===== src/sv/gap_filling_frame_ring_writer_core_defines.svh =====
// Assertion macros for the frame ring writer
`ifndef GAP_FILLING_FRAME_RING_WRITER_CORE_DEFINES_SVH
`define GAP_FILLING_FRAME_RING_WRITER_CORE_DEFINES_SVH

// same-cycle implication
`define GFW_ASSERT_NOW(lbl, clk, rst_n, ante, cons, msg) \
    lbl: assert property (@(posedge clk) disable iff (!(rst_n)) (ante) |-> (cons)) \
        else $error(msg);

// next-cycle implication
`define GFW_ASSERT_NEXT(lbl, clk, rst_n, ante, cons, msg) \
    lbl: assert property (@(posedge clk) disable iff (!(rst_n)) (ante) |=> (cons)) \
        else $error(msg);

`endif


===== src/sv/gfw_pkg.sv =====
// Types and constants shared by the frame ring writer modules
package gfw_pkg;

    localparam int CFG_W      = 17;
    localparam int CFG_IDX_W  = 2;
    localparam int PS_W       = 13;
    localparam int SAMPLE_W   = 16;
    localparam int SEQ_W      = 32;
    localparam int ADDR_W     = 16;
    localparam int FIDX_W     = 16;
    localparam int OFF_W      = 16;
    localparam int CNT_W      = 18;
    localparam int DIV_NW     = SEQ_W + PS_W;
    localparam int DIV_DW     = CFG_W;

    localparam logic [CFG_IDX_W-1:0] REG_FRAME_LENGTH   = 2'd0;
    localparam logic [CFG_IDX_W-1:0] REG_RING_LENGTH    = 2'd1;
    localparam logic [CFG_IDX_W-1:0] REG_PACKET_SAMPLES = 2'd2;

    localparam logic [CFG_W-1:0] FRAME_LENGTH_RESET   = 17'd4096;
    localparam logic [CFG_W-1:0] RING_LENGTH_RESET    = 17'd65536;
    localparam logic [PS_W-1:0]  PACKET_SAMPLES_RESET = 13'd728;
    localparam logic [CFG_W-1:0] FRAME_MAX            = 17'd65536;

    localparam logic OP_PUSH    = 1'b0;
    localparam logic OP_READ    = 1'b1;
    localparam logic KIND_FRAME = 1'b0;
    localparam logic KIND_READ  = 1'b1;

    typedef struct packed {
        logic                       operation;
        logic signed [SAMPLE_W-1:0] sample;
        logic [SEQ_W-1:0]           packet_seq;
        logic                       packet_start;
        logic [ADDR_W-1:0]          read_address;
    } t_item;

    typedef struct packed {
        logic                       kind;
        logic [FIDX_W-1:0]          frame_index;
        logic signed [SAMPLE_W-1:0] read_value;
        logic                       last;
    } t_result;

endpackage


===== src/sv/gfw_div.sv =====
// Restoring divider, one quotient bit per cycle
module gfw_div (
    input  logic                           i_clk,
    input  logic                           i_rst_n,
    input  logic                           i_start,
    input  logic [gfw_pkg::DIV_NW-1:0]     i_dividend,
    input  logic [gfw_pkg::DIV_DW-1:0]     i_divisor,
    output logic                           o_done,
    output logic [gfw_pkg::DIV_NW-1:0]     o_quotient,
    output logic [gfw_pkg::DIV_DW-1:0]     o_remainder
);

    localparam int NW  = gfw_pkg::DIV_NW;
    localparam int DW  = gfw_pkg::DIV_DW;
    localparam int CW  = $clog2(NW + 1);

    logic          r_busy;
    logic          r_done;
    logic [CW-1:0] r_cnt;
    logic [NW-1:0] r_quo;
    logic [DW-1:0] r_rem;
    logic [DW-1:0] r_div;

    logic [DW:0]   rem_sh;
    logic          fits;
    logic [DW-1:0] n_rem;

    always_comb begin
        rem_sh = {r_rem, r_quo[NW-1]};
        fits   = rem_sh >= {1'b0, r_div};
        n_rem  = fits ? DW'(rem_sh - {1'b0, r_div}) : DW'(rem_sh);
    end

    always_ff @(posedge i_clk) begin
        if (!i_rst_n) begin
            r_busy <= 1'b0;
            r_done <= 1'b0;
            r_cnt  <= '0;
        end else begin
            r_done <= 1'b0;
            if (i_start) begin
                r_busy <= 1'b1;
                r_cnt  <= CW'(NW);
            end else if (r_busy) begin
                r_cnt <= r_cnt - CW'(1);
                if (r_cnt == CW'(1)) begin
                    r_busy <= 1'b0;
                    r_done <= 1'b1;
                end
            end
        end
    end

    always_ff @(posedge i_clk) begin
        if (i_start) begin
            r_quo <= i_dividend;
            r_rem <= '0;
            r_div <= i_divisor;
        end else if (r_busy) begin
            r_quo <= {r_quo[NW-2:0], fits};
            r_rem <= n_rem;
        end
    end

    assign o_done      = r_done;
    assign o_quotient  = r_quo;
    assign o_remainder = r_rem;

endmodule


===== config.mk =====
export PLATFORM = sky130hd
export DESIGN_NAME = gfw_div
export DESIGN_NICKNAME = d
export VERILOG_FILES = /design/src/sv/gap_filling_frame_ring_writer_core_defines.svh /design/src/sv/gfw_pkg.sv /design/src/sv/gfw_div.sv
export SDC_FILE = /design/constraint.sdc
export NUM_CORES = 1
export LEC_CHECK = 0
export BUFFER_PORTS_ARGS = -buffer_cell sky130_fd_sc_hd__buf_2
export CAP_MARGIN = 0
export CORE_MARGIN = 2
export CORE_UTILIZATION = 55
export CTS_CLUSTER_DIAMETER = 120
export CTS_CLUSTER_SIZE = 25
export DETAILED_ROUTE_END_ITERATION = 8
export PLACE_DENSITY_LB_ADDON = 0.15
export SETUP_SLACK_MARGIN = 0.4
export SYNTH_ARGS = -nofsm -noshare
export SYNTH_HDL_FRONTEND = slang
export SYNTH_SLANG_ARGS = --single-unit

===== constraint.sdc =====
create_clock -name i_clk -period 7.98 [get_ports i_clk]
set_input_delay 0.399 -clock i_clk [delete_from_list [all_inputs] [get_ports i_clk]]
set_output_delay 0.399 -clock i_clk [all_outputs]
set_load 0.005 [all_outputs]

==> Word level (Yosys, flattened, before mapping) <==
Index checks and enable logic that the tools add are counted.
{ "word_totals": {"out_inout_bits": 63, "wordCells": 25, "input_bits": 65, "regBits": 87} }
{ "classes": {"n_addsub": 2, "eq_ne": 1, "n_lt_le_gt_ge": 1, "bitwise_logic": 2, "muxes": 9, "n_reduce_logical": 3} }
{ "op_table": {"columns": ["op", "count"], "rows": [
  ["$mux 45", 2],
  ["$ge 18x17->1", 1],
  ["$mux 17", 1],
  ["$sub 17x17->17", 1],
  ["$mux 6", 2],
  ["$eq 6x1->1 const B", 1],
  ["$sub 6x1->6 const B", 1],
  ["$mux 1", 4],
  ["$reduce_or 3->1", 1],
  ["$not 1->1", 2],
  ["$reduce_bool 2->1", 1],
  ["$reduce_or 2->1", 1]
]} }

==> Longest topological paths before layout <==
{ "depth": {"ltp_word": 4, "ltp_mapped": 11, "depth_no_buf": 10} }

==> Least setup slack after synthesis <==
Ideal clock, no wire load.
{ "synth_path": {"path_type": "reg2reg", "startpoint": "reg r_quo[44], in the netlist o_quotient[44]", "endpoint": "reg r_quo[0], in the netlist o_quotient[0], data pin", "path_slack_ps": 5261, "path_stages_with_launch": 11, "setup_time_ps": 260, "synth_period_minus_slack_ps": 2719, "t_arrival_ps": 2459, "path_buffers": 1, "required_ps": 7720, "cell_sequence": "edfxtp_1 -> inv_1 -> ha_1 -> inv_1 -> fa_1 -> a211oi_2 -> o21ai_2 -> o2111a_2 -> a211o_4 -> buf_6 -> mux2_2"} }
{ "synth_via": {"elab_chain_cells": 3} }
{ "synth_lines": {"columns": ["item", "line_no", "rtl"], "rows": [
  ["from (decl)", "gfw_div.sv:20", "logic [NW-1:0] r_quo;"],
  ["from (signal assigned)", "gfw_div.sv:56", "r_quo <= i_dividend;"],
  ["from (signal assigned)", "gfw_div.sv:60", "r_quo <= {r_quo[NW-2:0], fits};"],
  ["$ge 18x17->1", "gfw_div.sv:30", "fits = rem_sh >= {1'b0, r_div};"],
  ["$mux 45", "gfw_div.sv:59", "end else if (r_busy) begin"],
  ["$mux 45", "gfw_div.sv:55", "if (i_start) begin"]
]} }
No other way between the ends. The select of a mux whose other input is x is not followed.
A chain may end at the register's enable or synchronous reset.

==> Worst setup path after layout <==
{ "layout_path": {"startpoint": "reg r_quo[44], in the netlist o_quotient[44]", "endpoint": "reg r_rem[3], in the netlist o_remainder[3]"} }
{ "layout_via": {"elab_chain_cells": 2, "elab_cells_between_ends": 3, "classes_between": "add/sub: 1; order compare: 1; mux: 1"} }
{ "layout_lines": {"columns": ["item", "line_no", "rtl"], "rows": [
  ["$sub 17x17->17 or $ge 18x17->1 (tied branches)", "gfw_div.sv:31, gfw_div.sv:30", null],
  ["$mux 17 (*)", "gfw_div.sv:31", "n_rem = fits ? DW'(rem_sh - {1'b0, r_div}) : DW'(rem_sh);"],
  ["to (signal assigned)", "gfw_div.sv:61", "r_rem <= n_rem;"],
  ["to (decl)", "gfw_div.sv:21", "logic [DW-1:0] r_rem;"]
]} }
Mark *: on every way between the ends. The rest lies on a longest branch, timed or not.

==> results_tabular.tex <==
\begin{tabular}{lr}
\hline
Metric & Value \\
\hline
\multicolumn{2}{l}{\textbf{Status}} \\
\quad Status & finished clean \\
\multicolumn{2}{l}{\textbf{Detailed routing}} \\
\quad Highest routing layer actually used & met4 \\
\quad DRC viols & 0 \\
\quad Total met2 wirelength after detailed routing & between 4000 and 5000 um \\
\quad Wire length on met3 & between 700 and 800 um \\
\quad Number of DRC markers in iteration 0 & 136 \\
\quad Total wire length & roughly 9900 um \\
\quad Avg Vias per Cell & approximately 5.6 \\
\quad Count of antenna-violating nets left after detailed routing & 0 \\
\quad Number of iterations in the first detailed-routing pass & 4 \\
\quad Detailed-route wire length on metal 1 & 4181 um \\
\quad Post-detailed-route wirelength per cell & between 15 and 20 um \\
\quad Via count & 3396 \\
\multicolumn{2}{l}{\textbf{Floorplan}} \\
\quad Area enclosed by the die boundary & between 8000 and 9000 um\^{}2 \\
\quad Height of the chip & $\sim$94 um \\
\quad Core Rows & 32 \\
\quad Die Wd & $\sim$94 um \\
\quad I/O Pins & 128 \\
\quad Initial core utilization & 0.5683 \\
\quad Area of the core & about 7800 um\^{}2 \\
\multicolumn{2}{l}{\textbf{Synth}} \\
\quad Sequential area share after synthesis & 0.5351 \\
\quad Post-synthesis net count & $\sim$460 \\
\quad Number of distinct library cells after synthesis & 46 \\
\quad Synth warnings & 0 \\
\quad Syn avg cell area & roughly 12 um\^{}2 \\
\quad Count of mapped cells out of synthesis & around 370 \\
\quad Most used DFF post-synth & sky130\_fd\_sc\_hd\_\_edfxtp\_1 \\
\quad Number of enable flip-flop cells after synthesis & 62 \\
\quad Post-synthesis cell area & $\sim$4400 um\^{}2 \\
\quad Number of synthesized register bits & between 80 and 90 \\
\quad Proportion of register bits with asynchronous set or reset after synthesis & 0 \\
\multicolumn{2}{l}{\textbf{Global routing}} \\
\quad Global-route usage over all layers & 0.2342 \\
\quad Pin count of the biggest net entering global routing & 57 \\
\quad Number of antenna violations at the first check in global routing & 0 \\
\quad Global-route wire length before repair & between 15000 and 20000 um \\
\quad GR Overflow Total & 0 \\
\quad Vias in the first global route & about 3400 \\
\multicolumn{2}{l}{\textbf{Timing}} \\
\quad Final hold viol count & 0 \\
\quad Setup skew after layout & around 0.010 ns \\
\quad Period utilization & 0.3802 \\
\quad Setup TNS Final & 0 ns \\
\quad Maximum clock frequency & roughly 330 MHz \\
\quad RSZ-0062 raised after global routing & false \\
\quad Number of setup violations in the final report & 0 \\
\quad Worst slew margin relative to its limit & 0.3727 \\
\quad Smallest setup slack after layout & between 4 and 5 ns \\
\quad Transition time at the pin with the least slew margin & 0.9375 ns \\
\quad Final slew viol count & 0 \\
\quad Final period demand of the worst path & between 3 and 4 ns \\
\multicolumn{2}{l}{\textbf{Worst setup path}} \\
\quad Number of cells traversed by the worst register-to-register path & 10 \\
\quad CP Depth & 10 \\
\quad End of the critical path & o\_remainder[3] \\
\quad Buffering stage count on the worst path with inverters included & 2 \\
\quad Cell with the most instances on the worst path & sky130\_fd\_sc\_hd\_\_inv\_1 \\
\quad Endpoint type of the worst setup path & flop \\
\quad Worst Setup SP & o\_quotient[44] \\
\quad Required time of the critical path & roughly 8 ns \\
\quad Max FO, Critical Path & 19 \\
\quad Startpoint type of the worst setup path & flop \\
\quad Kind of critical path & reg -> reg \\
\quad Critical Path, Cell by Cell & inv\_1 > ha\_1 > inv\_1 > fa\_1 > a211oi\_2 > o21ai\_2 > o2111a\_2 > a211oi\_4 > nand2\_1 > a311oi\_1 \\
\quad Launch instance of the worst register-to-register path & o\_quotient[44] \\
\quad Cell family with the largest share of critical-path delay & compound AO/OA/AOI/OAI gates \\
\quad CP Data Arrival Time & 3.28 ns \\
\quad Cell type of the slowest stage on the worst timing path & sky130\_fd\_sc\_hd\_\_a211oi\_4 \\
\quad Internal reg-to-reg setup slack & $\sim$4.9 ns \\
\quad RR Endpoint & o\_remainder[3] \\
\quad Longest individual stage delay on the worst path & around 0.67 ns \\
\multicolumn{2}{l}{\textbf{Cells and area}} \\
\quad Number of fillers in the final layout & 615 \\
\quad Share of post-route cells with drive strength above 1 & 0.3953 \\
\quad Final core utilization & 0.6933 \\
\quad Layout overhead on the synthesized area & 22.00\% \\
\quad Number of inserted diodes & 0 \\
\quad Layout net count & 587 \\
\quad Number of standard cells in the final layout excluding fillers & 608 \\
\multicolumn{2}{l}{\textbf{Flow run}} \\
\quad Max cap viols & 0 \\
\multicolumn{2}{l}{\textbf{Clocking}} \\
\quad Clock-pin slew of the registers on the worst-case setup and hold paths & roughly 0.09 ns \\
\quad Number of clock buffers inserted by TritonCTS & 9 \\
\quad Clock Tree Root & sky130\_fd\_sc\_hd\_\_clkbuf\_8 \\
\quad PostCTS Resize Cnt & 0 \\
\quad H-tree levels & 3 \\
\quad CTS tree & built \\
\quad Clk buf depth & 2 \\
\quad Latest clock arrival within the worst-skew pair & roughly 0.35 ns \\
\quad Setup Buffers After CTS & 0 \\
\quad Hold Buf Count CTS & 0 \\
\quad Clock tree sinks & 87 \\
\multicolumn{2}{l}{\textbf{Pwr}} \\
\quad Share of total power in the clock network & 0.342 \\
\quad Share of total power consumed by net switching & 0.2509 \\
\quad Highest ir drop seen on vdd & between 150 and 200 uV \\
\quad Combinational fraction of design power & 0.158 \\
\quad Power density normalized to cell area & between 200 and 250 nW/um\^{}2 \\
\quad Flop pwr share & 0.500 \\
\quad Internal power & about 0.8 mW \\
\quad Total leakage power & between 2 and 2.5 nW \\
\quad Switching power summed over all nets & roughly 0.28 mW \\
\multicolumn{2}{l}{\textbf{Hold path}} \\
\quad Worst min-delay path class & in -> reg \\
\quad Hold depth & 1 \\
\multicolumn{2}{l}{\textbf{Place}} \\
\quad Half-perimeter wire length after detailed placement & 7123 um \\
\quad Placed Instances & just under 600 \\
\quad Setup Slack @ Placement & 4.930 ns \\
\quad Final GP Congestion & around 0.9 \\
\quad Port bufs & 127 \\
\hline
\end{tabular}
-- cells by family after synthesis --
logic type | share of synthesized area
flip-flops | 0.5351
buffers and inverters | 0.03486
AO/OA/AOI/OAI | 0.1290
adder cells (fa/ha/maj) | 0.05839
multiplexers | 0.1171
AND/OR/NAND/NOR | 0.09184
XOR/XNOR | 0.03373
-- sequential cells by signal, summed over array words and instances (netlist names) --
register and count:
r_div 17, r_busy 1, o_quotient 45, o_done 1
o_remainder 17, r_cnt 6
-- worst min path at each step --
stage                          startpoint         endpoint  slack [ns]
final                       i_divisor[10]        r_div[10]        0.23
after CTS                   i_divisor[14]        r_div[14]        0.21
after detailed placement         r_cnt[1]         r_cnt[1]        0.49
after floorplan                  r_cnt[1]         r_cnt[1]        0.47
after global placement    o_remainder[16]  o_remainder[16]        0.47
after global routing         i_divisor[4]         r_div[4]        0.21
-- placed cells by master, fill, tap and decap left out, types with 2 or more instances in the layout --
master                        n
sky130_fd_sc_hd__nand2b_1     5
sky130_fd_sc_hd__ha_1        19
sky130_fd_sc_hd__nor2_1      27
sky130_fd_sc_hd__o311a_1      2
sky130_fd_sc_hd__a21o_2       2
sky130_fd_sc_hd__buf_4        4
sky130_fd_sc_hd__mux2_2      45
sky130_fd_sc_hd__o311ai_0     4
sky130_fd_sc_hd__buf_2      127
sky130_fd_sc_hd__nor4_1       3
sky130_fd_sc_hd__and3_1       2
sky130_fd_sc_hd__bufinv_16    3
sky130_fd_sc_hd__nor3_1       5
sky130_fd_sc_hd__edfxtp_1    62
sky130_fd_sc_hd__o211ai_1     4
sky130_fd_sc_hd__a21o_1       3
sky130_fd_sc_hd__xor2_1       8
sky130_fd_sc_hd__a31oi_1      3
sky130_fd_sc_hd__a211oi_1     2
sky130_fd_sc_hd__o21a_1       8
sky130_fd_sc_hd__nand3_1     13
sky130_fd_sc_hd__or3_1        3
sky130_fd_sc_hd__a21oi_1     15
sky130_fd_sc_hd__a32oi_1      4
sky130_fd_sc_hd__o31ai_1      4
sky130_fd_sc_hd__dfxtp_1     25
sky130_fd_sc_hd__nand2_1     25
sky130_fd_sc_hd__a311oi_1     4
sky130_fd_sc_hd__nand4_1      2
sky130_fd_sc_hd__o21ai_0     13
sky130_fd_sc_hd__clkbuf_8     9
sky130_fd_sc_hd__inv_1       23
sky130_fd_sc_hd__xnor2_1      9
sky130_fd_sc_hd__a211oi_2     2
-- per-layer routing --
metal	track usage	up-vias
li1	-	1658
met2	0.3837	130
met4	0.07850	0
met1	0.2994	1594
met5	0	-
met3	0.06769	14
-- synthesized netlist by cell type, types with 9 or more instances --
| cell | count | share of area |
|---|---|---|
| sky130_fd_sc_hd__nand3_1 | 13 | 0.015 |
| sky130_fd_sc_hd__mux2_2 | 45 | 0.11 |
| sky130_fd_sc_hd__o21ai_0 | 13 | 0.015 |
| sky130_fd_sc_hd__a21oi_1 | 15 | 0.017 |
| sky130_fd_sc_hd__nand2_1 | 25 | 0.021 |
| sky130_fd_sc_hd__xnor2_1 | 9 | 0.018 |
| sky130_fd_sc_hd__ha_1 | 19 | 0.054 |
| sky130_fd_sc_hd__inv_1 | 24 | 0.020 |
| sky130_fd_sc_hd__dfxtp_1 | 25 | 0.11 |
| sky130_fd_sc_hd__nor2_1 | 27 | 0.023 |
| sky130_fd_sc_hd__edfxtp_1 | 62 | 0.42 |
-- per-stage QoR --
stage	cell area (um^2)	total power, mW	hold slack (ns)
2_1_floorplan	4414	0.6631	0.4681
3_3_place_gp	5144	0.7286	0.4732
3_5_place_dp	5144	0.7334	0.4859
4_1_cts	5385	1.108	0.2096
5_1_grt	5385	1.145	0.2067
6_report	5385	1.099	0.2253
-- power by group through the flow --
stage / logic, mW / clock network (mW) / registers, mW
2_1_floorplan: 0.104 / 0 / 0.559
3_3_place_gp: 0.171 / 0 / 0.558
3_5_place_dp: 0.174 / 0 / 0.559
4_1_cts: 0.175 / 0.383 / 0.550
5_1_grt: 0.194 / 0.395 / 0.555
6_report: 0.174 / 0.376 / 0.550
-- layout make-up --
type                            instances  area (um^2)  area share
Sequential cell                        87         2362      0.4387
Multi-Input combinational cell        249         1898      0.3525
Timing Repair Buffer                  131        665.6      0.1236
Tap cell                              102        127.6     0.02370
Clock buffer                            9        123.9     0.02300
Clock inverter                          6        117.6     0.02184
Inverter                               24        90.09     0.01673
-- worst reg2reg max path: stages (launching register included) --
cell and delay [ns]:
sky130_fd_sc_hd__edfxtp_1 0.41, sky130_fd_sc_hd__inv_1 0.09, sky130_fd_sc_hd__ha_1 0.15, sky130_fd_sc_hd__inv_1 0.05
sky130_fd_sc_hd__fa_1 0.43, sky130_fd_sc_hd__a211oi_2 0.30, sky130_fd_sc_hd__o21ai_2 0.11, sky130_fd_sc_hd__o2111a_2 0.31
sky130_fd_sc_hd__a211oi_4 0.67, sky130_fd_sc_hd__nand2_1 0.11, sky130_fd_sc_hd__a311oi_1 0.30
(Power assumes the default switching activity.)
